File: config.mk
export PLATFORM = sky130hd
export DESIGN_NAME = qvr_sum_b
export DESIGN_NICKNAME = d
export VERILOG_FILES = /design/src/qvr_pkg.sv /design/src/qvr_sum_b.sv
export SDC_FILE = /design/constraint.sdc
export NUM_CORES = 1
export LEC_CHECK = 0
export BUFFER_PORTS_ARGS = -buffer_cell sky130_fd_sc_hd__buf_2
export CAP_MARGIN = 20
export CORE_AREA = 2 2 190 192
export DETAILED_ROUTE_END_ITERATION = 10
export DIE_AREA = 0 0 192 194
export PLACE_DENSITY_LB_ADDON = 0.25
export SYNTH_ARGS = -nofsm -noshare
export SYNTH_HDL_FRONTEND = slang
export SYNTH_SLANG_ARGS = --single-unit
File: constraint.sdc
create_clock -name clk_i -period 2.1 [get_ports clk_i]
set_clock_uncertainty 0.15 [all_clocks]
set_input_delay 0.42 -clock clk_i [delete_from_list [all_inputs] [get_ports clk_i]]
set_output_delay 0.42 -clock clk_i [all_outputs]
set_load 0.02 [all_outputs]
File: src/qvr_pkg.sv
package qvr_pkg;

  // Default number of fraction bits of the quaternion components.
  localparam int unsigned FracBitsDef = 14;

  // Field and datapath widths.
  localparam int unsigned InW    = 16;
  localparam int unsigned MidW   = 20;
  localparam int unsigned OutW   = 16;
  localparam int unsigned ProdAW = 2 * InW;
  localparam int unsigned SumAW  = ProdAW + 3;
  localparam int unsigned ProdBW = MidW + InW;
  localparam int unsigned SumBW  = ProdBW + 4;

  // Number of partial products in each Hamilton product.
  localparam int unsigned NumProd = 12;

  typedef logic signed [InW-1:0]    in_t;
  typedef logic signed [MidW-1:0]   mid_t;
  typedef logic signed [OutW-1:0]   out_t;
  typedef logic signed [ProdAW-1:0] prod_a_t;
  typedef logic signed [SumAW-1:0]  sum_a_t;
  typedef logic signed [ProdBW-1:0] prod_b_t;
  typedef logic signed [SumBW-1:0]  sum_b_t;

  // Saturation bounds, sign-extended to the width of the sums they limit.
  localparam sum_a_t MidMaxA = sum_a_t'((64'sd1 <<< (MidW - 1)) - 64'sd1);
  localparam sum_a_t MidMinA = sum_a_t'(-(64'sd1 <<< (MidW - 1)));
  localparam sum_b_t OutMaxB = sum_b_t'((64'sd1 <<< (OutW - 1)) - 64'sd1);
  localparam sum_b_t OutMinB = sum_b_t'(-(64'sd1 <<< (OutW - 1)));

  typedef struct packed {
    in_t x;
    in_t y;
    in_t z;
    in_t w;
  } quat_t;

  typedef struct packed {
    in_t x;
    in_t y;
    in_t z;
  } vec_t;

  typedef struct packed {
    mid_t x;
    mid_t y;
    mid_t z;
    mid_t w;
  } mid_quat_t;

  typedef struct packed {
    out_t x;
    out_t y;
    out_t z;
  } res_t;

  typedef struct packed {
    mid_t val;
    logic sat;
  } mid_sat_t;

  typedef struct packed {
    out_t val;
    logic sat;
  } out_sat_t;

  // Round half up, drop the fraction bits and saturate to the middle width.
  function automatic mid_sat_t round_sat_mid(sum_a_t s, int unsigned frac);
    sum_a_t   half;
    sum_a_t   r;
    mid_sat_t res;
    half = sum_a_t'(1) <<< (frac - 1);
    r    = (s + half) >>> frac;
    if (r > MidMaxA) begin
      res.val = MidMaxA[MidW-1:0];
      res.sat = 1'b1;
    end else if (r < MidMinA) begin
      res.val = MidMinA[MidW-1:0];
      res.sat = 1'b1;
    end else begin
      res.val = r[MidW-1:0];
      res.sat = 1'b0;
    end
    return res;
  endfunction

  // Round half up, drop the fraction bits and saturate to the output width.
  function automatic out_sat_t round_sat_out(sum_b_t s, int unsigned frac);
    sum_b_t   half;
    sum_b_t   r;
    out_sat_t res;
    half = sum_b_t'(1) <<< (frac - 1);
    r    = (s + half) >>> frac;
    if (r > OutMaxB) begin
      res.val = OutMaxB[OutW-1:0];
      res.sat = 1'b1;
    end else if (r < OutMinB) begin
      res.val = OutMinB[OutW-1:0];
      res.sat = 1'b1;
    end else begin
      res.val = r[OutW-1:0];
      res.sat = 1'b0;
    end
    return res;
  endfunction

endpackage

File: src/qvr_sum_b.sv
module qvr_sum_b #(
  parameter int unsigned FracBits = qvr_pkg::FracBitsDef
) (
  input  logic              clk_i,
  input  logic              rst_ni,
  input  logic              valid_i,
  output logic              ready_o,
  input  qvr_pkg::prod_b_t  prod_i [qvr_pkg::NumProd],
  input  logic              sat_i,
  output logic              valid_o,
  input  logic              ready_i,
  output qvr_pkg::res_t     res_o,
  output logic              clipped_o
);

  logic              valid_q;
  qvr_pkg::res_t     res_q;
  logic              clipped_q;

  qvr_pkg::sum_b_t   sum_x, sum_y, sum_z;
  qvr_pkg::out_sat_t rnd_x, rnd_y, rnd_z;

  assign ready_o = !valid_q || ready_i;

  // Signed sums of the second product, then rounding and output saturation.
  always_comb begin
    sum_x = qvr_pkg::sum_b_t'(prod_i[0]) - qvr_pkg::sum_b_t'(prod_i[1])
          + qvr_pkg::sum_b_t'(prod_i[2]) - qvr_pkg::sum_b_t'(prod_i[3]);
    sum_y = qvr_pkg::sum_b_t'(prod_i[4]) + qvr_pkg::sum_b_t'(prod_i[5])
          - qvr_pkg::sum_b_t'(prod_i[6]) - qvr_pkg::sum_b_t'(prod_i[7]);
    sum_z = qvr_pkg::sum_b_t'(prod_i[9]) + qvr_pkg::sum_b_t'(prod_i[10])
          - qvr_pkg::sum_b_t'(prod_i[8]) - qvr_pkg::sum_b_t'(prod_i[11]);
    rnd_x = qvr_pkg::round_sat_out(sum_x, FracBits);
    rnd_y = qvr_pkg::round_sat_out(sum_y, FracBits);
    rnd_z = qvr_pkg::round_sat_out(sum_z, FracBits);
  end

  always_ff @(posedge clk_i or negedge rst_ni) begin
    if (!rst_ni) begin
      valid_q <= 1'b0;
    end else if (ready_o) begin
      valid_q <= valid_i;
    end
  end

  // Output register holding the result beat.
  always_ff @(posedge clk_i) begin
    if (ready_o && valid_i) begin
      res_q.x   <= rnd_x.val;
      res_q.y   <= rnd_y.val;
      res_q.z   <= rnd_z.val;
      clipped_q <= sat_i | rnd_x.sat | rnd_y.sat | rnd_z.sat;
    end
  end

  assign valid_o   = valid_q;
  assign res_o     = res_q;
  assign clipped_o = clipped_q;

endmodule

Word level (Yosys, flattened, before mapping)
Cells that the tools add are included.
- flip-flop bits (word level): 50
- latch bits: 0
- bits in writable memories: 0
- bits in read-only memories: 0
- input port bits: 437
- output and inout port bits: 51
- logic and storage cells: 35
- memories kept: 0
- add/sub/neg operators: 12
- multipliers: 0
- div/mod/pow operators: 0
- magnitude comparators: 6
- eq/ne operators: 0
- shift operators: 0
- mux-type cells: 6
- bitwise gates (word level): 3
- reductions and logical operators: 3
- operators with widths (operator ; count):
    $add 39x15->40 const B ; 3
    $sub 38x36->39 ; 3
    $gt 26x16->1 const B ; 3
    $lt 26x16->1 const B ; 3
    $sub 37x36->38 ; 2
    $add 36x36->37 ; 2
    $mux 17 ; 3
    $add 37x36->38 ; 1
    $sub 36x36->37 ; 1
    $mux 1 ; 3
    $or 1x1->1 ; 3
    $logic_and 1x1->1 ; 1
    $logic_not 1->1 ; 1
    $logic_or 1x1->1 ; 1

Depth between registers and ports, before layout
Gate-level depths: netlist of run 1.
- depth after elaboration: 10
- gate-level depth with buffers: 20

Worst setup path after synthesis of run 1
Ideal clock, no wire load.
- path type: input-to-reg
- start point: in prod_i[332] in the netlist's numbering
- end point: reg clipped_q (netlist: clipped_o) (data pin)
- library setup time: 272 ps
- data arrival time: 4858 ps
- data required time: 1678 ps
- setup slack: -3180 ps
- stages on the path: 17
- path buffers: 0
- cells stage by stage: inv_1 fa_1 inv_1 fa_1 ha_1 ha_1 a211oi_1 nor2_1 o41ai_1 a31o_4 a31o_4 nand2_2 xnor2_1 or4_1 o31a_1 or3_1 or4_1
- word-level cells in the longest chain between the ends: 9
- elaborated cells between the ends (all ways): 10
- ends and longest elaborated chain (what ; RTL line ; source):
    start, declared ; qvr_sum_b.sv:8 ; input qvr_pkg::prod_b_t prod_i [qvr_pkg::NumProd],
    $add 37x36->38 (*) ; qvr_sum_b.sv:28 ; + qvr_pkg::sum_b_t'(prod_i[2]) - qvr_pkg::sum_b_t'(prod_i[3]);
    $sub 38x36->39 (*) ; qvr_sum_b.sv:28 ;
    $add 39x15->40 (*) ; qvr_pkg.sv:94 ; r = (s + half) >>> frac;
    $lt 26x16->1 ; qvr_pkg.sv:98 ; end else if (r < OutMinB) begin
    $mux 17 ; qvr_pkg.sv:98 ;
    $mux 1 (*) ; qvr_pkg.sv:95 ; if (r > OutMaxB) begin
    $or 1x1->1 (*) (3 in series) ; qvr_sum_b.sv:52 ; clipped_q <= sat_i | rnd_x.sat | rnd_y.sat | rnd_z.sat;
    end signal, assigned ; qvr_sum_b.sv:52 ;
    end, declared ; qvr_sum_b.sv:18 ; logic clipped_q;
Every way passes the cells marked *; elsewhere a longest branch is shown, timed or not.
A chain may end at the register's enable or synchronous reset.

Worst setup path in the final report of run 1
- start point: in prod_i[228] in the netlist's numbering
- end point: reg clipped_q (netlist: clipped_o) (data pin)
- word-level cells in the longest chain between the ends: 9
- elaborated cells between the ends (all ways): 10
- ends and longest elaborated chain (what ; RTL line ; source):
    $add 36x36->37 (*) ; qvr_sum_b.sv:29 ; sum_y = qvr_pkg::sum_b_t'(prod_i[4]) + qvr_pkg::sum_b_t'(prod_i[5])
    $sub 37x36->38 (*) ; qvr_sum_b.sv:30 ; - qvr_pkg::sum_b_t'(prod_i[6]) - qvr_pkg::sum_b_t'(prod_i[7]);
    $sub 38x36->39 (*) ; qvr_sum_b.sv:30 ;
    $add 39x15->40 (*) ; qvr_pkg.sv:94 ;
    $lt 26x16->1 ; qvr_pkg.sv:98 ;
    $mux 17 ; qvr_pkg.sv:98 ;
    $mux 1 (*) ; qvr_pkg.sv:95 ;
    $or 1x1->1 (*) (2 in series) ; qvr_sum_b.sv:52 ;
Marks and branches as above.

==> results of run 1 <==
==> worst max-delay path by stage <==
stage / end / slack [ns] / depth (start not counted)
finish: clipped_o / -2.91 / 19
global route: clipped_o / -3.10 / 19
CTS: clipped_o / -2.99 / 17
detailed placement: clipped_o / -3.56 / 17
global placement: clipped_o / -3.47 / 19
floorplan: clipped_o / -3.02 / 16
==> layout make-up <==
type                            count  share of cell area [%]
Clock inverter                      2                  0.0636
Multi-Input combinational cell   1106                    58.6
Timing Repair Buffer              848                    25.1
Tap cell                          461                    2.66
Inverter                          348                    6.03
Antenna cell                        2                  0.0231
Clock buffer                        5                   0.578
Sequential cell                    50                    6.91
==> layer usage <==
metal | GRT usage [%] | up-vias | wire [µm]
met5 | 0 | - | 0
met4 | 5.74 | 0 | 1100
met3 | 2.30 | 60 | 1880
met2 | 43.1 | 346 | 23100
met1 | 29.2 | 6689 | 18400
li1 | - | 6786 | -
==> kinds of logic (layout without fill, tap and decap cells) <==
| group | Yosys count | count (layout) | share of synthesized area (%) |
|---|---|---|---|
| multiplexers | 6 | 6 | 0.437 |
| other | 0 | 2 | 0 |
| adder cells (fa/ha/maj) | 435 | 435 | 50.2 |
| buffers and inverters | 368 | 1203 | 9.91 |
| XOR/XNOR | 68 | 68 | 4.25 |
| AO/OA/AOI/OAI | 345 | 345 | 15.6 |
| AND/OR/NAND/NOR | 251 | 252 | 8.94 |
| flip-flops | 50 | 50 | 10.7 |
==> layout by cell type (no fill, tap or decap), drive strengths merged, types with 6 or more instances in the layout <==
master and instances:
o211ai 11, nand2 66, fa 213, nand2b 9, xor2 35, nor2 62, nand3 18, or3 6
nor4 8, edfxtp 49, o21ai 86, and2 8, a21oi 107, a211oi 18, buf 847, xnor2 33
nor2b 6, and3 6, nor3 19, inv 349, o21bai 17, o31ai 7, a31oi 9, ha 222
nand4 27, a21o 40
==> registers in the layout, summed over array words and instances (netlist names) <==
register,flops
valid_o,1
res_o,48
clipped_o,1
==> timing repair <==
item                                    4_1_cts  5_1_grt
resized for setup                           174      126
buffers inserted                             37       20
hold buffers                                  1        0
pin swaps                                    98       89
hold endpoints to repair                      1        0
endpoints found under the setup margin       49       49
gates cloned                                  4        0
==> power by group through the flow <==
stage	sequential, mW	combinational [mW]	clock [mW]
after floorplan	2.36	9.94	0
after CTS	1.86	20.4	0.899
after detailed placement	1.88	18.1	0
after global routing	1.89	24.0	0.928
final	1.85	21.9	0.870
after global placement	1.88	17.9	0
==> critical path: stages <==
cell	delay (ns)
sky130_fd_sc_hd__buf_6	0.07
sky130_fd_sc_hd__inv_2	0.03
sky130_fd_sc_hd__fa_1	0.58
sky130_fd_sc_hd__inv_1	0.07
sky130_fd_sc_hd__fa_2	0.34
sky130_fd_sc_hd__fa_1	0.52
sky130_fd_sc_hd__ha_4	0.32
sky130_fd_sc_hd__buf_6	0.09
sky130_fd_sc_hd__nand4_1	0.14
sky130_fd_sc_hd__a2111oi_2	0.25
sky130_fd_sc_hd__a21boi_2	0.22
sky130_fd_sc_hd__or3b_4	0.18
sky130_fd_sc_hd__a211o_1	0.17
sky130_fd_sc_hd__nand2_2	0.09
sky130_fd_sc_hd__or3_1	0.33
sky130_fd_sc_hd__a311oi_2	0.29
sky130_fd_sc_hd__and4_1	0.24
sky130_fd_sc_hd__mux2i_2	0.10
sky130_fd_sc_hd__or4_1	0.48
==> impl_metrics.py, run 1 <==
metrics = {
    "timing": {
        "final.period_utilization_pct": 239,
        "worst_slew_pin_slew_ns": 0.469,
        "period_needed_ns": 5.01,
        "rsz0062_at_grt": "yes",
        "sum_of_negative_setup_slack_ns": -130.95,
        "achievable-frequency_mhz": 200,
        "hold-worst-slack_ns": 0.161,
        "drv_slew": 0,
        "setup_slack_ns": -2.91,
        "finalSetupViolCount": 49,
        "relSlewSlack_pct": 68.4,
        "final_hold_viol_count": 0,
    },
    "logic_synthesis": {
        "syn-num-nets": 2395,
        "ys_seq_area_share_pct": 10.7,
        "async_reset_ff_share_pct": 2.00,
        "synthDistinctLibCells": 73,
        "ys_seq_elements": 50,
        "postSynthCellCount": 1523,
        "synth_most_common_cell": "sky130_fd_sc_hd__inv_1",
        "post_synth_main_area_contributors": "sky130_fd_sc_hd__fa_1 30%, sky130_fd_sc_hd__ha_1 20%, sky130_fd_sc_hd__edfxtp_1 10%, sky130_fd_sc_hd__inv_1 9.3%, sky130_fd_sc_hd__a21oi_1 3.8%",
        "synth_common_cells": "348 x sky130_fd_sc_hd__inv_1, 222 x sky130_fd_sc_hd__ha_1, 213 x sky130_fd_sc_hd__fa_1",
        "synth_area_leader_cell": "sky130_fd_sc_hd__fa_1",
        "fraction_of_synthesized_cell_area_taken_by_the_top_area_cell_type_pct": 30.4,
        "synth_area_per_cell_um2": 9.21,
        "dominantRegCellSynth": "sky130_fd_sc_hd__edfxtp_1",
        "yosys_warnings": 0,
        "mappedNetlistArea_um2": 14000,
        "synth-edff-count": 49,
    },
    "worst_hold_path": {
        "hold_path.startpoint": "valid_i",
        "capture_endpoint_of_the_worst_hold_path": "valid_o",
        "hold_path_class": "in2reg",
        "worst_hold_path.num_cells": 2,
    },
    "clock_tree": {
        "cts.sink_count": 50,
        "clkSlewWorstSetupHoldPaths_ns": 0.08,
        "clock_path_buffers": 2,
        "tritoncts": "yes",
        "cts_made_buffers": 5,
        "clock_insertion_delay_worst_skew_ns": 0.31,
        "ctsHtreeMaxLevel": 2,
        "ctsRootBufferMaster": "sky130_fd_sc_hd__clkbuf_16",
    },
    "status": {
        "violations": "setup timing",
        "status": "finished with violations",
    },
    "route": {
        "antenna_violating_nets_post_route": 0,
        "route.final.wire_length_um": 44500,
        "num_vias": 13881,
        "drc": 0,
        "drt-pass1-iter-count": 4,
        "routed_via_density": 4.92,
        "route.detailed.wl_per_inst_um": 15.8,
        "drt_iter0_drc": 453,
    },
    "final_layout": {
        "final_cell_count_no_fill": 2822,
        "net_count_reported_at_finish": 3231,
        "final_layout_size_suffix_gt1_share_pct": 46.0,
        "layout.area.seq_um2": 1500,
        "post_route_utilization_pct": 61.5,
        "synthToLayoutAreaGrowth_pct": 54.3,
        "n_fill_cell": 3047,
        "fin_area_um2": 21600,
        "area_of_the_multi_input_gates_um2": 12700,
    },
    "power": {
        "p_comb_share_pct": 88.9,
        "vdd_drop_max_mv": 0.585,
        "internal-power_mw": 13.1,
        "cellPowerDensity_nw_per_um2": 1140,
        "clock_power_share_pct": 3.5,
        "power.sequential.fraction_pct": 7.5,
        "cellLeakagePower_nw": 11.1,
        "p_sw_mw": 11.5,
        "power.share.switching_pct": 46.7,
        "fin_total_pwr_mw": 24.6,
    },
    "setup_path": {
        "critical_path_class": "in2reg",
        "crit-reg2reg-launch": "valid_o",
        "critical_path.reg2reg.endpoint": "res_o[27]",
        "worstSetupEndpointType": "register",
        "critical_path_data_required_time_ns": 2.01,
        "crit_path_start_kind": "input pin",
        "worst-r2r-cell-count": 3,
        "worst-path-max-fanout": 4,
        "regToRegSetupSlack_ns": 0.67,
        "timing.critical_path.from": "prod_i[228]",
        "worst-endpoint-arrival_ns": 4.92,
    },
    "grt": {
        "grt-ovfl-total": 0,
        "grt_start_max_net_pins": 50,
        "grt_antenna_before_repair": 2,
        "first_global_vias": 14552,
        "grt_pass1_wl_um": 70000,
        "groute.usage.overall_pct": 23.4,
    },
    "floorplanning": {
        "count_of_standard_cell_rows": 69,
        "floorplan.io_pins": 488,
        "initial_core_util_pct": 39.8,
        "core_um2": 35200,
        "die_width_um": 192,
        "die_area_um2": 37200,
        "dieHeight_um": 194,
    },
    "placed_design": {
        "place_inst": 2767,
        "placedInstanceArea_um2": 19600,
        "place_congestion": 0.911,
        "post-place-ws_ns": -3.56,
        "dp.final_hpwl_um": 38200,
        "port-buffer-count": 487,
    },
    "run": {
        "max_cap_viol": 0,
    },
}
Power figures use the tool's default switching activity.
==> inputs of run 2 (changes only) <==
--- a/config.mk
+++ b/config.mk
@@ -10,7 +10,7 @@
 export CORE_AREA = 2 2 190 192
 export DETAILED_ROUTE_END_ITERATION = 10
 export DIE_AREA = 0 0 192 194
-export PLACE_DENSITY_LB_ADDON = 0.25
+export PLACE_DENSITY = 0.75
 export SYNTH_ARGS = -nofsm -noshare
 export SYNTH_HDL_FRONTEND = slang
 export SYNTH_SLANG_ARGS = --single-unit
==> run 2 against run 1 <==
Effect of this change: the flow still finishes with violations (setup timing); sequential share of layout area increased by 0.077 points; critical path type unchanged; global-route usage increased by 0.22 points; first-iteration DRC count increased by 6.0%; design area decreased by 1.1%; utilization decreased by 0.68 points; total power about the same; largest cell class unchanged.
==> impl_metrics.py, run 2 (synthesis gave the netlist of run 1 again) <==
metrics = {
    "clock_tree": {
        "ctsHtreeMaxLevel": 2,
        "ctsRootBufferMaster": "sky130_fd_sc_hd__clkbuf_16",
        "clock_path_buffers": 2,
        "clkSlewWorstSetupHoldPaths_ns": 0.09,
        "tritoncts": "yes",
        "cts_made_buffers": 5,
        "clock_insertion_delay_worst_skew_ns": 0.30,
        "cts.sink_count": 50,
    },
    "floorplanning": {
        "initial_core_util_pct": 39.8,
        "core_um2": 35200,
        "floorplan.io_pins": 488,
        "die_width_um": 192,
        "dieHeight_um": 194,
        "count_of_standard_cell_rows": 69,
        "die_area_um2": 37200,
    },
    "grt": {
        "gr-max-usage-layer": "met2",
        "first_global_vias": 14515,
        "use_met1_pct": 28.2,
        "grt_start_max_net_pins": 50,
        "grt_pass1_wl_um": 69900,
        "grt_util_met2_pct": 43.9,
        "grt_antenna_before_repair": 7,
        "global_route.usage.met3_pct": 2.86,
        "groute.usage.overall_pct": 23.7,
        "grt-ovfl-total": 0,
    },
    "status": {
        "violations": "setup timing",
        "status": "finished with violations",
    },
    "placed_design": {
        "post-place-ws_ns": -3.73,
        "dp.final_hpwl_um": 39500,
        "place_congestion": 0.947,
        "port-buffer-count": 487,
        "placedInstanceArea_um2": 19500,
    },
    "setup_path": {
        "crit_buf_inv": 3,
        "worst_path_max_delay_cell": "sky130_fd_sc_hd__fa_1",
        "crit_path_start_kind": "input pin",
        "critical_path_class": "in2reg",
        "critical_path_data_required_time_ns": 2.01,
        "slowest_delay_ns": 0.54,
        "crit_chain": "buf_2 > fa_1 > inv_1 > fa_1 > ha_1 > ha_4 > o21ai_1 > nor2_1 > o41ai_2 > buf_4 > a31o_4 > a31o_4 > nor4b_4 > o2111a_1 > nand3_1 > o311a_1 > or3_1 > or4_1",
        "critical_path.reg2reg.endpoint": "res_o[38]",
        "worst-path-max-fanout": 4,
        "regToRegSetupSlack_ns": 0.55,
        "worst-r2r-cell-count": 3,
        "crit-reg2reg-launch": "valid_o",
        "worst-endpoint-arrival_ns": 5.00,
        "cpLargestDelayFamily": "adder cells",
        "worstSetupEndpointType": "register",
    },
    "power": {
        "vdd_drop_max_mv": 0.492,
        "cellLeakagePower_nw": 11.0,
        "cellPowerDensity_nw_per_um2": 1150,
    },
    "timing": {
        "finalSetupViolCount": 49,
        "setup_slack_ns": -2.99,
        "relSlewSlack_pct": 63.2,
        "final_hold_viol_count": 0,
        "worst_slew_pin_slew_ns": 0.538,
        "rsz0062_at_grt": "yes",
        "drv_slew": 0,
        "achievable-frequency_mhz": 197,
        "period_needed_ns": 5.09,
        "sum_of_negative_setup_slack_ns": -131.25,
        "final.period_utilization_pct": 242,
    },
    "route": {
        "drt-pass1-iter-count": 7,
        "drt_iter0_drc": 480,
        "num_vias": 13993,
        "routed_via_density": 4.99,
        "route.detailed.wl_per_inst_um": 16.4,
        "antenna_violating_nets_post_route": 0,
        "drc": 0,
        "route.final.wire_length_um": 46100,
    },
    "final_layout": {
        "net_count_reported_at_finish": 3213,
        "layout_commonest_cell": "sky130_fd_sc_hd__buf_2",
        "fin_area_um2": 21400,
        "synthToLayoutAreaGrowth_pct": 52.6,
        "final_layout_size_suffix_gt1_share_pct": 44.9,
        "largest_register_ff_count": 48,
        "final_cell_mix": "475 x sky130_fd_sc_hd__buf_2, 335 x sky130_fd_sc_hd__inv_1, 318 x sky130_fd_sc_hd__buf_4",
    },
    "worst_hold_path": {
        "capture_endpoint_of_the_worst_hold_path": "valid_o",
        "hold_path.startpoint": "valid_i",
        "hold_path_class": "in2reg",
        "worst_hold_path.num_cells": 2,
    },
    "run": {
        "max_cap_viol": 0,
    },
}
## run 2: worst max-delay path by stage
stage / startpoint / end / depth (start not counted)
floorplan: prod_i[296] / clipped_o / 16
global placement: prod_i[291] / clipped_o / 17
detailed placement: prod_i[291] / clipped_o / 17
CTS: prod_i[377] / clipped_o / 18
global route: prod_i[297] / clipped_o / 18
finish: prod_i[297] / clipped_o / 18
## run 2: metal layers
layer | routed length, µm | up-vias | share of wire (%)
met5 | 40 | - | 0.087
met4 | 1400 | 6 | 3.0
met3 | 2470 | 75 | 5.4
met2 | 24000 | 453 | 52
met1 | 18100 | 6700 | 39
li1 | - | 6759 | -
## run 2: area by class of cell
cell class / instances / area (µm²)
clock inverter: 3 / 48.8
fill: 2989 / 13800
sequential: 50 / 1500
tap: 461 / 577
clock buffer: 5 / 125
antenna: 3 / 7.51
timing repair buffer: 830 / 5240
multi-input combinational: 1106 / 12600
inverter: 348 / 1310
## run 2: power by group
| group | internal (mW) | leakage [nW] | total [mW] | switching, mW |
|---|---|---|---|---|
| logic | 10.7 | 10.5 | 21.7 | 11.0 |
| registers | 1.76 | 0.471 | 1.90 | 0.131 |
| clock network | 0.574 | 0.0820 | 1.04 | 0.465 |
| total | 13.1 | 11.0 | 24.6 | 11.6 |
## run 2: through the flow
step	utilization [%]	power [mW]	std cells	hold WS (ns)
2_1_floorplan	-	12.3	1523	-0.0256
3_3_place_gp	55.5	19.6	2755	0.0454
3_5_place_dp	55.5	20.0	2755	0.0462
4_1_cts	58.8	23.1	2790	0.160
5_1_grt	60.8	26.7	2806	0.165
6_report	60.8	24.6	2806	0.170
## run 2: timing repair
action	4_1_cts	5_1_grt
endpoints found under the hold margin	1	0
buffers inserted	31	20
hold buffers	1	0
cloned	3	0
endpoints found under the setup margin	49	49
resized for setup	162	107
pin swaps	87	81
