[src/qvr_pkg.sv]
package qvr_pkg;

  // Default number of fraction bits of the quaternion components.
  localparam int unsigned FracBitsDef = 14;

  // Field and datapath widths.
  localparam int unsigned InW    = 16;
  localparam int unsigned MidW   = 20;
  localparam int unsigned OutW   = 16;
  localparam int unsigned ProdAW = 2 * InW;
  localparam int unsigned SumAW  = ProdAW + 3;
  localparam int unsigned ProdBW = MidW + InW;
  localparam int unsigned SumBW  = ProdBW + 4;

  // Number of partial products in each Hamilton product.
  localparam int unsigned NumProd = 12;

  typedef logic signed [InW-1:0]    in_t;
  typedef logic signed [MidW-1:0]   mid_t;
  typedef logic signed [OutW-1:0]   out_t;
  typedef logic signed [ProdAW-1:0] prod_a_t;
  typedef logic signed [SumAW-1:0]  sum_a_t;
  typedef logic signed [ProdBW-1:0] prod_b_t;
  typedef logic signed [SumBW-1:0]  sum_b_t;

  // Saturation bounds, sign-extended to the width of the sums they limit.
  localparam sum_a_t MidMaxA = sum_a_t'((64'sd1 <<< (MidW - 1)) - 64'sd1);
  localparam sum_a_t MidMinA = sum_a_t'(-(64'sd1 <<< (MidW - 1)));
  localparam sum_b_t OutMaxB = sum_b_t'((64'sd1 <<< (OutW - 1)) - 64'sd1);
  localparam sum_b_t OutMinB = sum_b_t'(-(64'sd1 <<< (OutW - 1)));

  typedef struct packed {
    in_t x;
    in_t y;
    in_t z;
    in_t w;
  } quat_t;

  typedef struct packed {
    in_t x;
    in_t y;
    in_t z;
  } vec_t;

  typedef struct packed {
    mid_t x;
    mid_t y;
    mid_t z;
    mid_t w;
  } mid_quat_t;

  typedef struct packed {
    out_t x;
    out_t y;
    out_t z;
  } res_t;

  typedef struct packed {
    mid_t val;
    logic sat;
  } mid_sat_t;

  typedef struct packed {
    out_t val;
    logic sat;
  } out_sat_t;

  // Round half up, drop the fraction bits and saturate to the middle width.
  function automatic mid_sat_t round_sat_mid(sum_a_t s, int unsigned frac);
    sum_a_t   half;
    sum_a_t   r;
    mid_sat_t res;
    half = sum_a_t'(1) <<< (frac - 1);
    r    = (s + half) >>> frac;
    if (r > MidMaxA) begin
      res.val = MidMaxA[MidW-1:0];
      res.sat = 1'b1;
    end else if (r < MidMinA) begin
      res.val = MidMinA[MidW-1:0];
      res.sat = 1'b1;
    end else begin
      res.val = r[MidW-1:0];
      res.sat = 1'b0;
    end
    return res;
  endfunction

  // Round half up, drop the fraction bits and saturate to the output width.
  function automatic out_sat_t round_sat_out(sum_b_t s, int unsigned frac);
    sum_b_t   half;
    sum_b_t   r;
    out_sat_t res;
    half = sum_b_t'(1) <<< (frac - 1);
    r    = (s + half) >>> frac;
    if (r > OutMaxB) begin
      res.val = OutMaxB[OutW-1:0];
      res.sat = 1'b1;
    end else if (r < OutMinB) begin
      res.val = OutMinB[OutW-1:0];
      res.sat = 1'b1;
    end else begin
      res.val = r[OutW-1:0];
      res.sat = 1'b0;
    end
    return res;
  endfunction

endpackage

[src/qvr_sum_a.sv]
module qvr_sum_a #(
  parameter int unsigned FracBits = qvr_pkg::FracBitsDef
) (
  input  logic                clk_i,
  input  logic                rst_ni,
  input  logic                valid_i,
  output logic                ready_o,
  input  qvr_pkg::prod_a_t    prod_i [qvr_pkg::NumProd],
  input  qvr_pkg::quat_t      rot_i,
  output logic                valid_o,
  input  logic                ready_i,
  output qvr_pkg::mid_quat_t  mid_o,
  output logic                sat_o,
  output qvr_pkg::quat_t      rot_o
);

  logic               valid_q;
  qvr_pkg::mid_quat_t mid_q;
  logic               sat_q;
  qvr_pkg::quat_t     rot_q;

  qvr_pkg::sum_a_t    sum_x, sum_y, sum_z, sum_w;
  qvr_pkg::mid_sat_t  rnd_x, rnd_y, rnd_z, rnd_w;

  assign ready_o = !valid_q || ready_i;

  // Signed sums of the first product, extended before adding, then rounding and middle saturation.
  always_comb begin
    sum_x = qvr_pkg::sum_a_t'(prod_i[0]) - qvr_pkg::sum_a_t'(prod_i[1])
          + qvr_pkg::sum_a_t'(prod_i[2]);
    sum_y = qvr_pkg::sum_a_t'(prod_i[4]) + qvr_pkg::sum_a_t'(prod_i[5])
          - qvr_pkg::sum_a_t'(prod_i[3]);
    sum_z = qvr_pkg::sum_a_t'(prod_i[6]) - qvr_pkg::sum_a_t'(prod_i[7])
          + qvr_pkg::sum_a_t'(prod_i[8]);
    sum_w = -qvr_pkg::sum_a_t'(prod_i[9]) - qvr_pkg::sum_a_t'(prod_i[10])
          - qvr_pkg::sum_a_t'(prod_i[11]);
    rnd_x = qvr_pkg::round_sat_mid(sum_x, FracBits);
    rnd_y = qvr_pkg::round_sat_mid(sum_y, FracBits);
    rnd_z = qvr_pkg::round_sat_mid(sum_z, FracBits);
    rnd_w = qvr_pkg::round_sat_mid(sum_w, FracBits);
  end

  always_ff @(posedge clk_i or negedge rst_ni) begin
    if (!rst_ni) begin
      valid_q <= 1'b0;
    end else if (ready_o) begin
      valid_q <= valid_i;
    end
  end

  // Rounded middle quaternion and its saturation flag.
  always_ff @(posedge clk_i) begin
    if (ready_o && valid_i) begin
      mid_q.x <= rnd_x.val;
      mid_q.y <= rnd_y.val;
      mid_q.z <= rnd_z.val;
      mid_q.w <= rnd_w.val;
      sat_q   <= rnd_x.sat | rnd_y.sat | rnd_z.sat | rnd_w.sat;
      rot_q   <= rot_i;
    end
  end

  assign valid_o = valid_q;
  assign mid_o   = mid_q;
  assign sat_o   = sat_q;
  assign rot_o   = rot_q;

endmodule

[config.mk]
export PLATFORM = sky130hd
export DESIGN_NAME = qvr_sum_a
export DESIGN_NICKNAME = d
export VERILOG_FILES = /design/src/qvr_pkg.sv /design/src/qvr_sum_a.sv
export SDC_FILE = /design/constraint.sdc
export NUM_CORES = 1
export LEC_CHECK = 0
export BUFFER_PORTS_ARGS = -buffer_cell sky130_fd_sc_hd__buf_4
export CORE_AREA = 2 2 235 237
export CTS_CLUSTER_SIZE = 28
export DETAILED_ROUTE_END_ITERATION = 16
export DIE_AREA = 0 0 237 239
export PLACE_DENSITY = 0.49
export SETUP_SLACK_MARGIN = 0.2
export SLEW_MARGIN = 20
export SYNTH_ARGS = -nofsm -noshare
export SYNTH_HDL_FRONTEND = slang
export SYNTH_SLANG_ARGS = --single-unit
[constraint.sdc]
create_clock -name clk_i -period 5.85 [get_ports clk_i]
set_input_delay 0 -clock clk_i [delete_from_list [all_inputs] [get_ports clk_i]]
set_output_delay 0 -clock clk_i [all_outputs]
set_load 0.01 [all_outputs]
# Yosys cells after proc, flatten, opt, wreduce, memory -nomap -nowiden

Index checks and enable logic that the tools add are counted.

Register bits: 146
Bits of input ports: 452
Output and inout port bits: 147
Logic and storage cells: 45

Add/subtract/negate cells: 13
Magnitude comparators: 8
Multiplexer cells: 8
Bitwise operators: 3
Reduce and logical (&&, ||, !) cells: 3

Operator list:

| kind                                                                    | number |
|---|---|
| 34-bit by 15-bit adder with 35-bit output (second input constant)       | 3 |
| 21-bit by 20-bit > comparator with 1-bit output (second input constant) | 4 |
| 21-bit by 20-bit < comparator with 1-bit output (second input constant) | 4 |
| 21-bit two-way mux                                                      | 4 |
| 35-bit by 32-bit subtractor with 35-bit output                          | 2 |
| 33-bit by 32-bit adder with 34-bit output                               | 2 |
| 32-bit by 32-bit subtractor with 33-bit output                          | 2 |
| 35-bit by 15-bit adder with 35-bit output (second input constant)       | 1 |
| 32-bit negator with 35-bit output                                       | 1 |
| 33-bit by 32-bit subtractor with 34-bit output                          | 1 |
| 32-bit by 32-bit adder with 33-bit output                               | 1 |
| 1-bit two-way mux                                                       | 4 |
| 1-bit bitwise OR                                                        | 3 |
| 1-bit logical AND                                                       | 1 |
| 1-bit logical NOT                                                       | 1 |
| 1-bit logical OR                                                        | 1 |

# Logic depth before layout (Yosys ltp)

Gate-level depths: netlist of the first run.

Word-level depth: 9
Mapped depth: 16
Gate-level depth less buffers: 15

# Least setup slack after synthesis of the first run

Ideal clock, no wire load.

Path kind: reg-to-reg
Start: reg valid_q (netlist: valid_o)
End: reg mid_q, in the netlist mid_o[0] (enable)
Setup time: 0.522 ns
Arrival: 3.930 ns
Required time: 5.328 ns
Setup slack: 1.398 ns
Stages on the path, launching flop included: 3
Clock period less this slack: 4.452 ns
Path through: dfrtp_1 nand2b_1 and2_1

Word-level cells in the longest chain between the ends: 3

RTL lines:

| what                     | line            | text |
|---|---|---|
| start: declaration       | qvr_sum_a.sv:17 | `logic valid_q;` |
| start signal: assignment | qvr_sum_a.sv:47 | `valid_q <= valid_i;` |
| 1-bit logical NOT        | qvr_sum_a.sv:25 | `assign ready_o = !valid_q \|\| ready_i;` |
| 1-bit logical OR         | qvr_sum_a.sv:25 |  |
| net ready_o              | qvr_sum_a.sv:7  | `output logic ready_o,` |
| 1-bit logical AND        | qvr_sum_a.sv:53 | `if (ready_o && valid_i) begin` |
| end: declaration         | qvr_sum_a.sv:18 | `qvr_pkg::mid_quat_t mid_q;` |

The timed path passes the listed nets, and every way through them passes these cells.
A chain may end at the register's enable or synchronous reset.

# Worst setup path in the final report of the first run

Start: in prod_i[290] in the netlist's numbering
End: reg sat_q (netlist: sat_o), data pin

Word-level cells in the longest chain between the ends: 8
Elaborated cells between the ends (all ways): 9
Classes of those cells: add/sub: 2; order compare: 2; mux: 2; bitwise: 3

RTL lines:

| what                                            | line            | text |
|---|---|---|
| start: declaration                              | qvr_sum_a.sv:8  | `input qvr_pkg::prod_a_t prod_i [qvr_pkg::NumProd],` |
| 33-bit by 32-bit adder with 34-bit output (*)   | qvr_sum_a.sv:30 | `+ qvr_pkg::sum_a_t'(prod_i[2]);` |
| 34-bit by 15-bit adder with 35-bit output (*)   | qvr_pkg.sv:74   | `r = (s + half) >>> frac;` |
| 21-bit by 20-bit < comparator with 1-bit output | qvr_pkg.sv:78   | `end else if (r < MidMinA) begin` |
| 21-bit two-way mux                              | qvr_pkg.sv:78   |  |
| 1-bit two-way mux (*)                           | qvr_pkg.sv:75   | `if (r > MidMaxA) begin` |
| 1-bit bitwise OR (*) (3 in a row)               | qvr_sum_a.sv:58 | `sat_q <= rnd_x.sat \| rnd_y.sat \| rnd_z.sat \| rnd_w.sat;` |
| end signal: assignment                          | qvr_sum_a.sv:58 |  |
| end: declaration                                | qvr_sum_a.sv:19 | `logic sat_q;` |

Every way passes the cells marked *; elsewhere a longest branch is shown, timed or not.

==> reports/metrics.cfg, run 1 <==
[outcome]
outcome=finished clean

[logic_synthesis]
ys_types=76
synth_edf_count=145
yosys-top-cells-count=ha_1 (260), inv_1 (238), edfxtp_1 (145)
ys.flop_type=edfxtp_1
syn_avg_cell_area_um2=10.7
yosysWarnings=0
synth_area_leaders=edfxtp_1 (29%), ha_1 (22%), fa_1 (17%)
yosysTopAreaCellShare_pct=29.1
yosysTopAreaCell=edfxtp_1
synth_cells=1395
synth_nets=2231
ys_ff_latch=146
yosysMostFrequentCell=ha_1
seq_area_frac_synth_pct=29.3
synthArstFlopShare_pct=0.685
syn_area_um2=15000

[critical_path]
cp-startpoint=prod_i[290]
worstSetupPathType=in -> reg
arrival_ns=4.04
required_ns=6.03
cp_max_fo=19
cp-start-kind=primary input
cp-end-kind=flop
rr_startpoint=valid_o

[timing]
fmax_ghz=0.259
hold_ws_ns=0.268
finalSetupViolCount=0
finalCriticalPeriod_ns=3.86
finalCritPeriodShare_pct=66.0
fin_setup_tns_ns=0
slew_headroom_pct=36.0
hold_violations=0
rsz0062_at_grt=no
worst_pin_slew_ns=0.960
maxSlewViolCount=0
finClkSkew_ns=0.00682

[drt]
drtIter0Drc=417
wl_per_cell_um=17.1
drtAntennaViolNets=0
drc=0
viasPerCell=4.53
via_count=12600
wirelength_mm=47.5
dr.pass1.iters=5

[grt]
grt_max_degree=86
overflow=0
antenna_found_initial=7
first_global_vias=13300
grt_pass1_wl_mm=73.1
grt_use_total_pct=16.8

[final_layout]
nets=2904
area_growth_pct=44.4
final_util_pct=39.8
drive_above_1_share_pct=31.7

[min_path]
hold_path.class=in -> reg
hp-start=rot_i[21]

[flow_run]
maxCapViolCount=0

[power]
vdd_ir_drop_max_mv=0.197
p_switching_uw=2230
p_int_uw=3590
p_sw_share_pct=38.3
leakage_uw=0.0104
combPwrFrac_pct=53.2
p_per_area_nw_per_um2=269
pwr-share-seq_pct=26.0
power_frac_clock_pct=20.8

[cts]
cts_buffers=17
clk_pin_slew_ns=0.07
clock_path_buffers=2
cts-root-buf=clkbuf_16
insertion_delay_ns=0.46
postCtsSetupBuffers=0
cts_tree=yes
cts_resized=0
cts.sinks=146
htree_levels=4

[floorplanning]
start_util_pct=27.5
rows=86
fp.dieH_um=239
die_area_um2=56600
core_um2=54300
die_w_um=237
io_pins=599

[place]
gp_congestion=0.824
place_hpwl_mm=41.0
numPortBuffers=598

==> worst max-delay path, stage by stage <==
cell and delay [ns]:
buf_4 0.12, fa_1 0.48, ha_1 0.31, ha_1 0.28
nand4b_1 0.11, a221oi_1 0.53, a211oi_1 0.19, o21ai_1 0.35
a221o_1 0.32, a41oi_2 0.22, and4_1 0.48, nor3b_1 0.51
nand4_1 0.14
==> layer usage <==
| layer | vias up | global-route usage, % | part of all wire (%) |
|---|---|---|---|
| li1 | 6287 | - | - |
| met1 | 5938 | 19.7 | 41 |
| met2 | 357 | 29.1 | 49 |
| met3 | 53 | 5.27 | 7.2 |
| met4 | 8 | 5.37 | 2.5 |
| met5 | - | 0 | 0.13 |
==> final timing paths <==
| path | to | slack, ns | depth (start not counted) |
|---|---|---|---|
| setup / recovery | sat_o | 1.99 | 13 |
| hold / removal | rot_o[21] | 0.27 | 2 |
| setup reg to reg | rot_o[11] | 3.45 | 3 |
| hold reg to reg | valid_o | 1.29 | 3 |
| max in group asynchronous | valid_o | 5.34 | 3 |
| min in group asynchronous | valid_o | 0.40 | 3 |
==> state kept, by name (all words and copies together) (netlist names) <==
| signal | count |
|---|---|
| mid_o | 80 |
| sat_o | 1 |
| valid_o | 1 |
| rot_o | 64 |
==> through the flow <==
stage / power (µW) / worst slack [ns] / std cells / cell area, µm²
2_1_floorplan: 3470 / 1.40 / 1395 / 15000
3_3_place_gp: 4590 / 1.30 / 2685 / 20300
3_5_place_dp: 4610 / 1.51 / 2685 / 20300
4_1_cts: 5910 / 2.02 / 2785 / 21600
5_1_grt: 6310 / 1.54 / 2787 / 21600
6_report: 5810 / 1.99 / 2788 / 21600
==> cells by family (layout without fill, tap and decap cells) <==
group / Yosys count / in the layout / synth area share [%]
adder cells (fa/ha/maj): 384 / 384 / 38.3
XOR/XNOR: 72 / 72 / 4.21
buffers and inverters: 253 / 939 / 6.49
multiplexers: 3 / 3 / 0.284
flip-flops: 146 / 146 / 29.3
AO/OA/AOI/OAI: 328 / 328 / 14.2
AND/OR/NAND/NOR: 209 / 209 / 7.26
other: 0 / 3 / 0
==> repair_timing <==
| item | 4_1_cts | 5_1_grt |
|---|---|---|
| hold buffers | 68 | 0 |
| endpoints found under the hold margin | 66 | 0 |
| endpoints found under the setup margin | 0 | 0 |
==> area by class of cell <==
class / instances / area [µm²]
Antenna cell: 3 / 7.51
Clock buffer: 18 / 429
Clock inverter: 14 / 195
Fill cell: 5398 / 32700
Inverter: 238 / 893
Multi-Input combinational cell: 996 / 9630
Sequential cell: 146 / 4380
Tap cell: 704 / 881
Timing Repair Buffer: 669 / 5200
==> placed cells by master, fill, tap and decap left out, types with 10 or more instances in the layout <==
| cell type | count |
|---|---|
| nor3_1 | 14 |
| dlygate4sd3_1 | 68 |
| nand2b_1 | 10 |
| clkbuf_16 | 17 |
| o21a_1 | 24 |
| xnor2_1 | 40 |
| fa_1 | 124 |
| nor2_1 | 41 |
| nand2_1 | 57 |
| a211oi_1 | 12 |
| nand4_1 | 16 |
| buf_4 | 600 |
| ha_1 | 260 |
| a21oi_1 | 113 |
| nand3_1 | 22 |
| xor2_1 | 32 |
| inv_1 | 238 |
| edfxtp_1 | 145 |
| o21ai_0 | 68 |
| a21o_1 | 25 |
| o21bai_1 | 13 |
==> power groups by stage <==
stage          clock [µW]  sequential [µW]  combinational, µW
6_report             1210             1510               3090
5_1_grt              1280             1530               3500
3_3_place_gp            0             1530               3060
2_1_floorplan           0             1620               1850
3_5_place_dp            0             1540               3080
4_1_cts              1250             1510               3150
Power figures use the tool's default switching activity.
==> run 2, diff against run 1 <==
clock period = 3.96 ns   (was 5.85 ns; I/O delays follow)
==> reports/metrics.cfg, run 2 (same netlist as run 1, synthesis figures left out) <==
[grt]
grt_use_total_pct=16.9  ; +0.11 points
antenna_found_initial=4  ; -3
first_global_vias=13600  ; +2.1%
grt_pass1_wl_mm=73.9  ; +1.1%
overflow=0  ; unchanged
grt_max_degree=47  ; -45%

[floorplanning]
rows=86  ; unchanged
die_w_um=237  ; unchanged
fp.dieH_um=239  ; unchanged
io_pins=599  ; unchanged
start_util_pct=27.5  ; unchanged
core_um2=54300  ; unchanged
die_area_um2=56600  ; unchanged

[critical_path]
regToRegEndpoint=mid_o[69]
rr_startpoint=valid_o
cp-startpoint=prod_i[332]
crit_end=sat_o
crit_path_cell_trace=buf_4 -> inv_1 -> fa_1 -> ha_1 -> ha_1 -> a211oi_1 -> o221ai_1 -> a211oi_1 -> o21ai_1 -> a221o_1 -> a41oi_2 -> mux2i_2 -> nor3b_1 -> nand4_1
worstSetupPathType=in -> reg
cp-start-kind=primary input
required_ns=4.14  ; -1.89 ns
regToRegSetupSlack_ns=1.95  ; -1.50 ns
max_stage_delay_ns=0.42  ; -0.11 ns
cp-end-kind=flop
crit_slowest_cell=fa_1
r2r_cells=3  ; unchanged
cp_max_fo=4  ; -15
arrival_ns=3.60  ; -0.44 ns

[timing]
worst_pin_slew_ns=0.751  ; -0.209 ns
fin_setup_tns_ns=0  ; unchanged
finalCriticalPeriod_ns=3.42
finalSetupViolCount=0  ; unchanged
finClkSkew_ns=0.00821  ; +0.00139 ns
finalCritPeriodShare_pct=86.4
fmax_ghz=0.292
slew_headroom_pct=49.9  ; +14 points
maxSlewViolCount=0  ; unchanged
rsz0062_at_grt=no
hold_violations=0  ; unchanged
setup_ws_ns=0.537  ; -1.45 ns

[place]
placed_area_um2=20500  ; +1.1%
place_hpwl_mm=41.5  ; +1.3%
post-place-ws_ns=0.0538  ; -1.46 ns
numPortBuffers=598  ; unchanged
gp_congestion=0.833  ; +1.1%
dp.cells=2707  ; +0.82%

[cts]
clk_pin_slew_ns=0.07  ; about the same
cts_resized=0  ; unchanged
cts_buffers=17  ; unchanged
cts.sinks=146  ; unchanged
cts-root-buf=clkbuf_16
htree_levels=4  ; unchanged
clock_path_buffers=2  ; unchanged
postCtsSetupBuffers=0  ; unchanged
insertion_delay_ns=0.45  ; about the same
cts_tree=yes

[outcome]
outcome=finished clean

[final_layout]
nets=2926  ; +0.76%
fin_area_um2=21800  ; +0.83%
fin_cells=2808  ; +0.72%
largest_reg_flops=80  ; unchanged
area_growth_pct=45.6
final-seq-area_um2=4380  ; unchanged
drive_above_1_share_pct=32.3  ; +0.67 points
multi_input_area_um2=9620  ; about the same
fillerInstances=5341  ; -1.1%
final_cell_mix=buf_4 (618), ha_1 (260), inv_1 (238)
mostFrequentLayoutCell=buf_4

[drt]
via_count=12700  ; +0.68%
wirelength_mm=47.7  ; +0.29%
drc=0  ; unchanged
drtAntennaViolNets=0  ; unchanged
drtIter0Drc=401  ; -3.8%
wl_per_cell_um=17.0  ; -0.43%
viasPerCell=4.53  ; about the same
dr.pass1.iters=5  ; unchanged

[min_path]
hold_path.class=in -> reg
hp-start=rot_i[53]

[power]
p_per_area_nw_per_um2=392  ; +46%
pwr-share-seq_pct=26.1  ; about the same
leakage_uw=0.0106  ; +1.1%
power_frac_clock_pct=19.8  ; -1.0 points
p_int_uw=5290  ; +48%
p_switching_uw=3260  ; +46%
combPwrFrac_pct=54.1  ; +0.9 points
p_sw_share_pct=38.1  ; -0.18 points
vdd_ir_drop_max_mv=0.214  ; +9.0%

[flow_run]
maxCapViolCount=0  ; unchanged

## run 2: timing repair
item                                    4_1_cts  5_1_grt
hold buffers                                 68        0
endpoints found under the hold margin        66        0
endpoints found under the setup margin        0        0
## run 2: area by class of cell
cell class	instances	share of cell area, %
diodes	1	0.0115
clock buffers	18	1.97
clock inverters	14	0.764
inverters	238	4.10
multi-input cells	996	44.2
flip-flops and latches	146	20.1
well taps	704	4.04
repair buffers	691	24.9
## run 2: how the worst min path moves through the flow
stage | to | slack (ns) | depth (start not counted)
after floorplan | valid_o | -0.30 | 0
after global placement | valid_o | -0.22 | 1
after detailed placement | valid_o | -0.22 | 1
after CTS | rot_o[57] | 0.22 | 2
after global routing | rot_o[57] | 0.25 | 2
final | rot_o[53] | 0.27 | 2
## run 2: power groups by stage
stage          combinational (µW)  clock (µW)  sequential [µW]
2_1_floorplan                2730           0             2390
3_3_place_gp                 4570           0             2270
3_5_place_dp                 4600           0             2270
4_1_cts                      4700        1760             2240
5_1_grt                      5250        1800             2260
6_report                     4630        1690             2230
## run 2: through the flow
stage	utilization [%]	power, µW	hold slack, ns
after detailed placement	37.8	6870	-0.222
after CTS	40.1	8700	0.223
after global routing	40.1	9310	0.247
after floorplan	-	5120	-0.296
final	40.1	8550	0.269
after global placement	37.8	6840	-0.223
## run 2: routing by layer
layer	wire length [µm]	global-route usage (%)
met2	24300	30.4
met4	722	4.79
met5	38	0
met1	19800	20.1
met3	2900	3.97
## run 2: worst max-delay path, delay by kind of cell
kind	cells	cell delay [ns]
AOI/OAI and AO/OA	6	1.63
adders and majority gates	3	1.08
buffers and inverters	2	0.18
muxes	1	0.39
and+or+nand+nor	2	0.34
==> run 3, diff against run 2 <==
CAP_MARGIN = 20   (was not set)
RECOVER_POWER = 100   (was not set)
==> reports/metrics.cfg, run 3 (same netlist as run 1, synthesis figures left out) <==
[timing]
maxSlewViolCount=0  ; unchanged
finalCritPeriodShare_pct=89.2  ; +2.8 points
worst_pin_slew_ns=1.18  ; +0.428 ns
fin_setup_tns_ns=0  ; unchanged
setup_ws_ns=0.428  ; -0.110 ns
finalSetupViolCount=0  ; unchanged
finClkSkew_ns=0.00763  ; -0.000586 ns
slew_headroom_pct=21.4  ; -29 points
rsz0062_at_grt=no
hold_violations=0  ; unchanged
fmax_ghz=0.283  ; -3.1%
finalCriticalPeriod_ns=3.53  ; +0.110 ns

[critical_path]
max_stage_delay_ns=0.57  ; +0.15 ns
crit_end=mid_o[27]
required_ns=4.28  ; +0.14 ns
cp-startpoint=prod_i[132]
arrival_ns=3.85  ; +0.25 ns
crit_buf_inv=2  ; unchanged
path_depth=14  ; unchanged
rr_startpoint=valid_o
crit_family=compound AO/OA/AOI/OAI gates
regToRegEndpoint=rot_o[28]
regToRegSetupSlack_ns=1.38  ; -0.57 ns
cp-end-kind=flop
crit_slowest_cell=mux2i_4
worstSetupPathType=in -> reg
crit_path_cell_trace=clkbuf_4 -> inv_1 -> fa_1 -> ha_1 -> ha_1 -> or3_1 -> o221a_2 -> o2111ai_1 -> a211oi_1 -> nand2b_1 -> a31oi_1 -> o221a_4 -> mux2i_4 -> o21a_1
cp_max_fo=18  ; +14
path_common_cell=ha_1
cp-start-kind=primary input
r2r_cells=3  ; unchanged

[power]
p_per_area_nw_per_um2=392  ; about the same
vdd_ir_drop_max_mv=0.212  ; -1.2%
leakage_uw=0.00997  ; -5.6%

[drt]
wirelength_mm=47.7  ; about the same
drtIter0Drc=390  ; -2.7%
via_count=12700  ; -0.31%
viasPerCell=4.52  ; -0.31%
drtAntennaViolNets=0  ; unchanged
dr.pass1.iters=5  ; unchanged
wl_per_cell_um=17.0  ; about the same
drc=0  ; unchanged

[final_layout]
largest_reg_flops=80  ; unchanged
final-seq-area_um2=4380  ; unchanged
nets=2926  ; unchanged
fillerInstances=5515  ; +3.3%
final_cell_mix=buf_4 (395), ha_1 (260), inv_1 (238)
multi_input_area_um2=9590  ; -0.36%
mostFrequentLayoutCell=buf_4
drive_above_1_share_pct=24.5  ; -7.8 points
area_growth_pct=41.3
final_util_pct=38.9  ; -1.2 points

[place]
post-place-ws_ns=0.0538  ; unchanged
place_hpwl_mm=41.5  ; unchanged
numPortBuffers=598  ; unchanged
gp_congestion=0.833  ; unchanged

[cts]
htree_levels=4  ; unchanged
clock_path_buffers=2  ; unchanged
cts_buffers=17  ; unchanged
insertion_delay_ns=0.45  ; about the same
clk_pin_slew_ns=0.07  ; about the same
cts-root-buf=clkbuf_16
cts_tree=yes
postCtsSetupBuffers=0  ; unchanged
cts.sinks=146  ; unchanged

[grt]
antenna_found_initial=4  ; unchanged
overflow=0  ; unchanged
grt_use_total_pct=16.9  ; unchanged
first_global_vias=13600  ; unchanged
grt_pass1_wl_mm=73.9  ; unchanged
grt_max_degree=47  ; unchanged

[floorplanning]
rows=86  ; unchanged
io_pins=599  ; unchanged
die_w_um=237  ; unchanged
core_um2=54300  ; unchanged
fp.dieH_um=239  ; unchanged
die_area_um2=56600  ; unchanged
start_util_pct=27.5  ; unchanged

[min_path]
hp-start=rot_i[53]
hold_path.class=in -> reg

[outcome]
outcome=finished clean

[flow_run]
maxCapViolCount=0  ; unchanged

## run 3: changes by cell type in the layout (fill, tap and decap cells not counted), moves of 2 or more
| cell | change |
|---|---|
| o21ai_1 | -2 |
| o21ai_0 | +2 |
| buf_4 | -223 |
| clkbuf_1 | +159 |
| clkbuf_4 | +64 |
## run 3: power breakdown
group | switching (µW) | internal [µW]
sequential | 79.9 | 2150
clock | 743 | 948
combinational | 2420 | 1960
total | 3240 | 5060
## run 3: area by class of cell
type                    count  area share [%]
repair buffers            691            22.7
flip-flops and latches    146            20.7
diodes                      1          0.0118
inverters                 238            4.22
clock inverters            14           0.787
well taps                 704            4.17
clock buffers              18            2.03
multi-input cells         996            45.3
## run 3: worst min-delay path by stage
| stage | end | slack (ns) | cells past startpoint |
|---|---|---|---|
| 6_report | rot_o[53] | 0.29 | 2 |
| 5_1_grt | rot_o[57] | 0.27 | 2 |
| 4_1_cts | rot_o[57] | 0.22 | 2 |
| 3_5_place_dp | valid_o | -0.22 | 1 |
| 3_3_place_gp | valid_o | -0.22 | 1 |
| 2_1_floorplan | valid_o | -0.30 | 0 |
## run 3: repair_timing
| item | in CTS | in global routing |
|---|---|---|
| hold buffers | 68 | 0 |
| resized for setup | 0 | 0 |
| endpoints found under the hold margin | 66 | 0 |
## run 3: routing by layer
metal / vias up / global-route usage [%] / wire [µm]
met2: 354 / 30.4 / 24000
met3: 45 / 3.97 / 2810
met5: - / 0 / 38
met4: 6 / 4.79 / 949
met1: 5959 / 20.1 / 19900
li1: 6326 / - / -
## run 3: per-stage QoR
stage                     area (µm²)  instances  power [µW]  hold slack (ns)
after CTS                      21800       2807        8700            0.223
after detailed placement       20500       2707        6870           -0.222
after global routing           21100       2807        9060            0.265
after floorplan                15000       1395        5120           -0.296
after global placement         20500       2707        6840           -0.223
final                          21100       2808        8300            0.288
